[src/hw/rtl/csvtok_pkg.sv]
`default_nettype none

package csvtok_pkg;

    // Result kinds
    localparam logic [1:0] KIND_BYTE   = 2'd0;
    localparam logic [1:0] KIND_FIELD  = 2'd1;
    localparam logic [1:0] KIND_RECORD = 2'd2;

    // Configuration register indexes
    localparam logic [1:0] CFG_FIRST_SEP  = 2'd0;
    localparam logic [1:0] CFG_SECOND_SEP = 2'd1;
    localparam logic [1:0] CFG_QUOTE      = 2'd2;

    // Reset values of the configuration registers
    localparam logic [7:0] RST_FIRST_SEP  = 8'd59;
    localparam logic [7:0] RST_SECOND_SEP = 8'd44;
    localparam logic [7:0] RST_QUOTE      = 8'd34;

    localparam logic [7:0] CH_CR = 8'd13;
    localparam logic [7:0] CH_LF = 8'd10;

    typedef struct packed {
        logic       cmd;
        logic [7:0] data_byte;
    } t_in;

    typedef struct packed {
        logic [1:0] kind;
        logic [7:0] out_byte;
        logic       last_of_run;
    } t_out;

endpackage

`default_nettype wire

[src/hw/rtl/csv_record_tokenizer_unit.sv]
// CSV record tokenizer. Each request carries one byte of a CSV stream (or an
// end-of-input command) and produces zero, one or two results: field bytes,
// end-of-field marks and end-of-record marks, the last result of a request
// flagged by last_of_run. Quoted values, doubled quotes, LF, CR-LF and lone
// CR line ends are handled; separators and the quote byte are programmable
// through the write port, which the user must use only while the block is
// idle; the block itself does not enforce this. Results are registered into
// a queue, and the block accepts one request per cycle as long as its 4-entry
// result queue has room for two results, so a stream that yields at most one
// result per byte runs at one byte per cycle while the output is not stalled,
// and bytes that yield two results fill the queue up and can hold off input.
`default_nettype none

module csv_record_tokenizer_unit
    import csvtok_pkg::*;
(
    input  wire logic       i_clk,
    input  wire logic       i_rst_n,
    input  wire logic       i_cfg_we,
    input  wire logic [1:0] i_cfg_idx,
    input  wire logic [7:0] i_cfg_data,
    input  wire logic       i_in_valid,
    output logic            o_in_ready,
    input  wire t_in        i_in,
    output logic            o_out_valid,
    input  wire logic       i_out_ready,
    output t_out            o_out
);

    logic [7:0] r_first_sep;
    logic [7:0] r_second_sep;
    logic [7:0] r_quote;

    logic r_quoted, r_val_empty, r_rec_open, r_crp, r_qcp;
    logic n_quoted, n_val_empty, n_rec_open, n_crp, n_qcp;

    t_out       w_res [2];
    logic [1:0] w_res_n;

    t_out       r_fifo [4];
    logic [1:0] r_rd_ptr, r_wr_ptr;
    logic [2:0] r_count;
    logic [2:0] n_count;

    logic w_accept;
    logic w_pop;

    assign o_in_ready  = (r_count <= 3'd2);
    assign w_accept    = i_in_valid && o_in_ready;
    assign o_out_valid = (r_count != 3'd0);
    assign w_pop       = o_out_valid && i_out_ready;
    assign o_out       = r_fifo[r_rd_ptr];

    // Tokenizer step: next flags and up to two results for the current request
    always_comb begin
        logic [7:0] c;
        logic       done;
        logic       handled;
        c           = i_in.data_byte;
        done        = 1'b0;
        handled     = 1'b0;
        n_quoted    = r_quoted;
        n_val_empty = r_val_empty;
        n_rec_open  = r_rec_open;
        n_crp       = r_crp;
        n_qcp       = r_qcp;
        w_res_n     = 2'd0;
        w_res[0]    = '0;
        w_res[1]    = '0;

        if (i_in.cmd) begin
            if (n_qcp) begin
                n_qcp    = 1'b0;
                n_quoted = 1'b0;
            end
            if (n_crp) begin
                n_crp = 1'b0;
                if (n_quoted) begin
                    n_val_empty = 1'b0;
                    n_rec_open  = 1'b1;
                    if (w_res_n != 2'd2) begin
                        w_res[w_res_n[0]].kind     = KIND_BYTE;
                        w_res[w_res_n[0]].out_byte = CH_LF;
                        w_res_n = w_res_n + 2'd1;
                    end
                end else begin
                    n_quoted    = 1'b0;
                    n_val_empty = 1'b1;
                    n_rec_open  = 1'b0;
                    if (w_res_n != 2'd2) begin
                        w_res[w_res_n[0]].kind = KIND_RECORD;
                        w_res_n = w_res_n + 2'd1;
                    end
                end
            end
            if (n_rec_open) begin
                if (w_res_n != 2'd2) begin
                    w_res[w_res_n[0]].kind = KIND_RECORD;
                    w_res_n = w_res_n + 2'd1;
                end
            end
            n_quoted    = 1'b0;
            n_val_empty = 1'b1;
            n_rec_open  = 1'b0;
        end else begin
            // Held quote: a second quote is a literal, anything else closes quoting
            if (n_qcp) begin
                n_qcp = 1'b0;
                if (c == r_quote) begin
                    n_val_empty = 1'b0;
                    w_res[w_res_n[0]].kind     = KIND_BYTE;
                    w_res[w_res_n[0]].out_byte = c;
                    w_res_n = w_res_n + 2'd1;
                    done    = 1'b1;
                end else begin
                    n_quoted = 1'b0;
                end
            end
            if (!done) begin
                // Held CR: drop it before LF, else treat it as a newline
                if (n_crp) begin
                    n_crp = 1'b0;
                    if (c != CH_LF) begin
                        if (n_quoted) begin
                            n_val_empty = 1'b0;
                            n_rec_open  = 1'b1;
                            w_res[w_res_n[0]].kind     = KIND_BYTE;
                            w_res[w_res_n[0]].out_byte = CH_LF;
                            w_res_n = w_res_n + 2'd1;
                        end else begin
                            n_quoted    = 1'b0;
                            n_val_empty = 1'b1;
                            n_rec_open  = 1'b0;
                            w_res[w_res_n[0]].kind = KIND_RECORD;
                            w_res_n = w_res_n + 2'd1;
                        end
                    end
                end
                if (c == CH_CR) begin
                    n_crp      = 1'b1;
                    n_rec_open = 1'b1;
                end else begin
                    n_rec_open = 1'b1;
                    if (c == r_quote) begin
                        if (n_quoted) begin
                            n_qcp   = 1'b1;
                            handled = 1'b1;
                        end else if (n_val_empty) begin
                            n_quoted = 1'b1;
                            handled  = 1'b1;
                        end
                    end
                    if (!handled && !n_quoted) begin
                        if (c == CH_LF) begin
                            n_quoted    = 1'b0;
                            n_val_empty = 1'b1;
                            n_rec_open  = 1'b0;
                            if (w_res_n != 2'd2) begin
                                w_res[w_res_n[0]].kind = KIND_RECORD;
                                w_res_n = w_res_n + 2'd1;
                            end
                            handled = 1'b1;
                        end else if (c == r_first_sep || c == r_second_sep) begin
                            n_val_empty = 1'b1;
                            if (w_res_n != 2'd2) begin
                                w_res[w_res_n[0]].kind = KIND_FIELD;
                                w_res_n = w_res_n + 2'd1;
                            end
                            handled = 1'b1;
                        end
                    end
                    if (!handled) begin
                        n_val_empty = 1'b0;
                        if (w_res_n != 2'd2) begin
                            w_res[w_res_n[0]].kind     = KIND_BYTE;
                            w_res[w_res_n[0]].out_byte = c;
                            w_res_n = w_res_n + 2'd1;
                        end
                    end
                end
            end
        end

        if (w_res_n == 2'd1) begin
            w_res[0].last_of_run = 1'b1;
        end else if (w_res_n == 2'd2) begin
            w_res[1].last_of_run = 1'b1;
        end
    end

    assign n_count = r_count + (w_accept ? 3'(w_res_n) : 3'd0) - (w_pop ? 3'd1 : 3'd0);

    always_ff @(posedge i_clk) begin
        if (!i_rst_n) begin
            r_first_sep  <= RST_FIRST_SEP;
            r_second_sep <= RST_SECOND_SEP;
            r_quote      <= RST_QUOTE;
        end else if (i_cfg_we) begin
            case (i_cfg_idx)
                CFG_FIRST_SEP:  r_first_sep  <= i_cfg_data;
                CFG_SECOND_SEP: r_second_sep <= i_cfg_data;
                CFG_QUOTE:      r_quote      <= i_cfg_data;
                default: begin
                end
            endcase
        end
    end

    always_ff @(posedge i_clk) begin
        if (!i_rst_n) begin
            r_quoted    <= 1'b0;
            r_val_empty <= 1'b1;
            r_rec_open  <= 1'b0;
            r_crp       <= 1'b0;
            r_qcp       <= 1'b0;
        end else if (w_accept) begin
            r_quoted    <= n_quoted;
            r_val_empty <= n_val_empty;
            r_rec_open  <= n_rec_open;
            r_crp       <= n_crp;
            r_qcp       <= n_qcp;
        end
    end

    // Result queue: push up to two per request, pop one per cycle while the output is ready
    always_ff @(posedge i_clk) begin
        if (!i_rst_n) begin
            r_rd_ptr <= 2'd0;
            r_wr_ptr <= 2'd0;
            r_count  <= 3'd0;
        end else begin
            r_count <= n_count;
            if (w_pop) begin
                r_rd_ptr <= r_rd_ptr + 2'd1;
            end
            if (w_accept) begin
                r_wr_ptr <= r_wr_ptr + w_res_n;
            end
        end
    end

    always_ff @(posedge i_clk) begin
        if (w_accept && w_res_n != 2'd0) begin
            r_fifo[r_wr_ptr] <= w_res[0];
        end
        if (w_accept && w_res_n == 2'd2) begin
            r_fifo[r_wr_ptr + 2'd1] <= w_res[1];
        end
    end

`ifndef NO_ASSERTIONS
    a_count_bound: assert property (@(posedge i_clk) disable iff (!i_rst_n)
        r_count <= 3'd4)
        else $error("result queue overflow");

    a_count_track: assert property (@(posedge i_clk) disable iff (!i_rst_n)
        1'b1 |=> r_count == 3'($past(r_count) + ($past(w_accept) ? 3'($past(w_res_n)) : 3'd0)
                               - ($past(w_pop) ? 3'd1 : 3'd0)))
        else $error("result count does not match pushes and pops");

    a_qcp_in_quotes: assert property (@(posedge i_clk) disable iff (!i_rst_n)
        r_qcp |-> r_quoted)
        else $error("held quote outside quoted mode");

    a_no_dual_hold: assert property (@(posedge i_clk) disable iff (!i_rst_n)
        !(r_crp && r_qcp))
        else $error("CR and quote held at once");

    a_crp_open: assert property (@(posedge i_clk) disable iff (!i_rst_n)
        r_crp |-> r_rec_open)
        else $error("held CR without an open record");
`endif

endmodule

`default_nettype wire
[config.mk]
export PLATFORM = sky130hd
export DESIGN_NAME = csv_record_tokenizer_unit
export DESIGN_NICKNAME = d
export VERILOG_FILES = /design/src/hw/rtl/csvtok_pkg.sv /design/src/hw/rtl/csv_record_tokenizer_unit.sv
export SDC_FILE = /design/constraint.sdc
export NUM_CORES = 1
export LEC_CHECK = 0
export ABC_AREA = 1
export BUFFER_PORTS_ARGS = -buffer_cell sky130_fd_sc_hd__buf_4
export CAP_MARGIN = 20
export CORE_AREA = 3 3 101 103
export CTS_CLUSTER_SIZE = 30
export DETAILED_ROUTE_END_ITERATION = 10
export DIE_AREA = 0 0 104 106
export PLACE_DENSITY = 0.76
export SYNTH_ARGS = -nofsm -noshare
export SYNTH_HDL_FRONTEND = slang
export SYNTH_SLANG_ARGS = --single-unit
[constraint.sdc]
create_clock -name i_clk -period 4.1 [get_ports i_clk]
set_input_delay 0.82 -clock i_clk [delete_from_list [all_inputs] [get_ports i_clk]]
set_output_delay 0.82 -clock i_clk [all_outputs]
set_load 0.005 [all_outputs]
Word-level counts from Yosys, hierarchy flattened
Memories as Yosys holds them, arrays and structs flattened. A register that Yosys moved wholly into a read port is not among the register bits.
Index checks and enable logic that the tools add are counted.
Widths: inputs -> output; s select.
{"block": "totals", "regBits": 36, "word_cells": 212, "output_inout_bits": 13, "mem_bits_rw": 44, "n_memories": 1}
{"block": "op_classes", "n_bitwise": 4, "addsub": 9, "n_lt_le_gt_ge": 9, "n_reduce_logical": 19, "n_mux": 145, "eq_ne": 14}
{"memory": "r_fifo", "depth": 4, "width": 11, "read_ports": 1, "rd_ports_with_merged_regs": 1, "wr": 2, "line": "csv_record_tokenizer_unit.sv:40", "rtl": "t_out r_fifo [4];"}
{"operator": "$mux 22", "n": 20}
{"operator": "$bwmux 22", "n": 8}
{"operator": "$mux 1", "n": 75}
{"operator": "$demux 11 s1", "n": 6}
{"operator": "$mux 2", "n": 24}
{"operator": "$mux 11", "n": 4}
{"operator": "$mux 10", "n": 3}
{"operator": "$eq 8x8->1", "n": 3}
{"operator": "$mux 9", "n": 2}
{"operator": "$eq 8x4->1 const B", "n": 2}
{"operator": "$mux 8", "n": 2}
{"operator": "$add 2x1->2 const B", "n": 6}
{"operator": "$logic_and 1x1->1", "n": 9}
{"operator": "$ge 2x2->1 const B", "n": 4}
{"operator": "$lt 2x1->1 const B", "n": 4}
{"operator": "$ne 2x2->1 const B", "n": 4}
{"operator": "$ne 8x4->1 const B", "n": 1}
{"operator": "$not 1->2", "n": 4}
{"operator": "$reduce_and 2->1", "n": 4}
{"operator": "$eq 2x1->1 const B", "n": 2}
{"operator": "$eq 2x2->1 const B", "n": 2}
{"operator": "$mux 4", "n": 1}
{"operator": "$add 3x2->3", "n": 1}
{"operator": "$le 3x2->1 const B", "n": 1}
{"operator": "other kinds (7)", "n": 8}

Logic depth before layout (Yosys ltp)
{"block": "logic_depth", "word_depth": 35, "depth_mapped": 28}

Worst setup path after synthesis
No wires, ideal clock.
{"block": "synth_path", "kind": "input port to flip-flop", "start": "in i_in[0] (netlist name)", "end": "reg r_count[2]", "t_arrival_ns": 4.098, "setup_slack_ns": -0.115, "required_ns": 3.983, "path_stages": 23, "path_buffers": 2, "path_cell_list": "inv_2 -> nand2_1 -> nand2_1 -> nand2_1 -> nor2_1 -> nand3_2 -> buf_6 -> nand2_1 -> nand2_1 -> ha_1 -> nand3_2 -> nand2_1 -> ha_1 -> nand3_2 -> nand3_4 -> a21oi_4 -> buf_6 -> inv_1 -> ha_1 -> fa_1 -> xor2_1 -> inv_1 -> nor2_1"}
{"block": "synth_via", "elab_chain_cells": 30, "elab_cells_between_ends": 71, "cone_classes": "add/sub (5); eq/ne (8); mux (54); reduce/logical (4)"}
{"element": "start, declared", "line": "csv_record_tokenizer_unit.sv:24", "rtl": "input wire t_in i_in,"}
{"element": "branches (longest 25 deep; another with $add 2x1->2)"}
{"element": "$mux 2 (*)", "line": "csv_record_tokenizer_unit.sv:119", "rtl": "if (!done) begin"}
{"element": "$mux 2 (*)", "line": "csv_record_tokenizer_unit.sv:71", "rtl": "if (i_in.cmd) begin"}
{"element": "$mux 2 (*)", "line": "csv_record_tokenizer_unit.sv:191", "rtl": "assign n_count = r_count + (w_accept ? 3'(w_res_n) : 3'd0) - (w_pop ? 3'd1 : 3'd0);"}
{"element": "$add 3x2->3 (*)", "line": "csv_record_tokenizer_unit.sv:191"}
{"element": "$sub 3x1->3 (*)", "line": "csv_record_tokenizer_unit.sv:191"}
{"element": "end signal, assigned", "line": "csv_record_tokenizer_unit.sv:232", "rtl": "r_count <= n_count;"}
{"element": "end, declared", "line": "csv_record_tokenizer_unit.sv:42", "rtl": "logic [2:0] r_count;"}
Every way passes the cells marked *. The select of a mux whose other input is x is not followed.
A chain may end at the register's enable or synchronous reset.

==> run_results.csv <==
group,metric,value,unit
setup_path,path_max_fanout,44,
global_routing,grtUsageTotal,23.9,%
timing,setup_violations,0,
global_routing,overflow,0,
cts,cts-htree-levels,3,
setup_path,path_class,"in2reg",
floorplan,die_h,106,microns
status,status,"completed",
run,drv_cap,0,
route,wl_per_cell,15.5,microns
synthesis,synth_cell_types,40,
final_layout,syn2layout_area_growth,12.1,%
floorplan,core,0.00928,sq mm
cts,post_cts_buffers,0,
placed_design,io_buffers,36,
global_routing,grt_busiest_layer,"met2",
setup_path,critPathLaunchType,"input port",
timing,worstMarginPinSlew,1.04,ns
floorplan,chipWidth,104,microns
pwr,ir_drop,182,uV
hold_path,min_path_type,"reg2reg",
placed_design,hpwlAfterDp,9590,microns
synthesis,async_reset_ff_share,0,%
synthesis,ys_ff_latch,82,
timing,hold_viol,0,
setup_path,r2r-start,"r_quote[4]",
final_layout,mostFrequentLayoutCell,"nand2_1",
global_routing,first_global_vias,4563,
floorplan,start_util,55.1,%
global_routing,grt_max_degree,46,
route,dr.pass1.iters,7,
route,drc,0,
cts,clock-root-buffer,"clkbuf_8",
setup_path,worstSetupEndpointType,"flop",
global_routing,antenna_found_initial,0,
timing,rsz0062_at_grt,"false",
synthesis,syn_nets,703,
setup_path,startpoint,"i_in[5]",
synthesis,synth_flop_cell,"edfxtp_1",
final_layout,antenna_cells,0,
synthesis,synth-edff-count,44,
route,antenna_left,0,
global_routing,grt_use_met1,29.3,%
cts,clk_pin_slew,0.09,ns
timing,skew,0.00916,ns
final_layout,nets,736,
synthesis,synthesis.area,0.00511,sq mm
floorplan,die_area,0.0110,sq mm
placed_design,gp_congestion,0.946,
pwr,leakagePower,2.51,nW
global_routing,grt_pass1_wl,21500,microns
cts,hold_buffers,0,
final_layout,layout_common_cells,"nand2_1 (190), nor2_1 (68), inv_1 (47), buf_4 (46)",
route,via_count,4692,
cts,clkSinkCount,82,
route,wirelength,12900,microns
final_layout,n_fill_cell,848,
setup_path,worstPathArrival,3.88,ns
cts,cts_resized,0,
pwr,power_density,378,mW/mm^2
synthesis,synth-seq-area-share,40.7,%
hold_path,min-delay-start,"r_rd_ptr[1]",
route,routed_via_density,5.61,
floorplan,io_pins,37,
route,drt_iter0_drc,345,
cts,clk_latency,0.36,ns
global_routing,grt_use_met2,41.5,%
cts,cts_buffers,9,
setup_path,crit_required,4.21,ns
timing,relSlewSlack,30.5,%
floorplan,fp-row-count,35,
synthesis,yosysWarnings,0,
synthesis,avgSynthCellArea,7.64,sq um
synthesis,syn_inst,669,
cts,clockBufferDepth,2,
timing,fin_crit,3.77,ns
timing,drv_slew,0,
timing,tns,0,ns
placed_design,post-place-cells,820,
timing,fmax,265,MHz
global_routing,use_met3,4.13,%
cts,tritoncts,"built",
timing,period_share,92.0,%
final_layout,drive_gt1_share,17.0,%
final_layout,final_cells,836,
## through the flow
stage | hold slack [ns] | setup slack (ns) | util [%] | power, mW | instance area, sq um
2_1_floorplan | 0.436 | 0.0138 | - | 1.37 | 5150
3_3_place_gp | 0.452 | 0.0809 | 59.6 | 1.59 | 5540
3_5_place_dp | 0.458 | -0.00938 | 59.6 | 1.61 | 5540
4_1_cts | 0.476 | 0.371 | 61.7 | 2.18 | 5730
5_1_grt | 0.511 | 0.0635 | 61.7 | 2.30 | 5730
6_report | 0.474 | 0.330 | 61.7 | 2.17 | 5730
## cell type report
| type | instances | area, sq um | share of cell area [%] |
|---|---|---|---|
| inverter | 61 | 229 | 4.00 |
| multi-input combinational | 498 | 2640 | 46.1 |
| clock inverter | 6 | 43.8 | 0.764 |
| timing repair buffer | 50 | 425 | 7.43 |
| clock buffer | 10 | 149 | 2.60 |
| sequential | 82 | 2080 | 36.3 |
| tap | 129 | 161 | 2.82 |
## Yosys cell counts (all sizes together) (14+ instances only)
cell type	n	area share, %
nand2	209	17
nor2	73	5.9
inv	58	4.3
edfxtp	44	26
nand3	44	6.3
nand4	44	5.4
o21ai	44	4.3
dfxtp	38	15
a21oi	18	2.0
buf	17	3.0
nor3	14	1.6
## worst max-delay path, cell delays in order
cell and delay [ns]:
buf_4 0.15, inv_2 0.10, nand2_1 0.07, nor3_2 0.28, nand2_4 0.15, nand2_4 0.12
o2111ai_2 0.15, nand2_4 0.14, nand2_4 0.09, nand2_1 0.09, nand2_1 0.09, inv_1 0.11
ha_1 0.25, nand3_2 0.09, nand3_4 0.10, a21oi_4 0.16, buf_4 0.43, nand3_4 0.11
buf_4 0.22, nand2_1 0.07, nand2_1 0.06
## report_power, final
| group | internal [mW] | total [mW] | leakage (nW) | switching [mW] |
|---|---|---|---|---|
| registers | 0.936 | 0.975 | 0.716 | 0.0391 |
| clock network | 0.262 | 0.575 | 0.100 | 0.314 |
| logic | 0.241 | 0.616 | 1.70 | 0.375 |
| total | 1.44 | 2.17 | 2.51 | 0.728 |
## cells by family (layout without fill, tap and decap cells)
logic type,count (synthesis),after routing,synth area share (%)
simple gates,393,393,37.0
buf+inv,89,127,8.32
compound gates,82,82,9.13
flops,82,82,40.7
xor+xnor,13,13,2.23
fa+ha+maj,10,10,2.59
## final timing paths
path                   to  slack, ns  cells past startpoint
max reg2reg  r_fifo[1][3]       0.64                     23
min                  flop       0.47                      2
min reg2reg          flop       0.47                      2
max          r_fifo[1][3]       0.33                     21
## layer usage
layer / vias up / share of wire (%)
li1: 2312 / -
met1: 2166 / 40
met2: 183 / 51
met3: 31 / 6.6
met4: 0 / 2.0
met5: - / 0
## flip-flops by register name, summed over array words and instances, names as in the netlist, 2 cells and up, named ones only
signal,count
r_rd_ptr,2
r_wr_ptr,2
r_first_sep,8
r_fifo,44
r_quote,8
r_count,3
r_second_sep,8
Note: power is estimated with default switching activity, not from simulation.
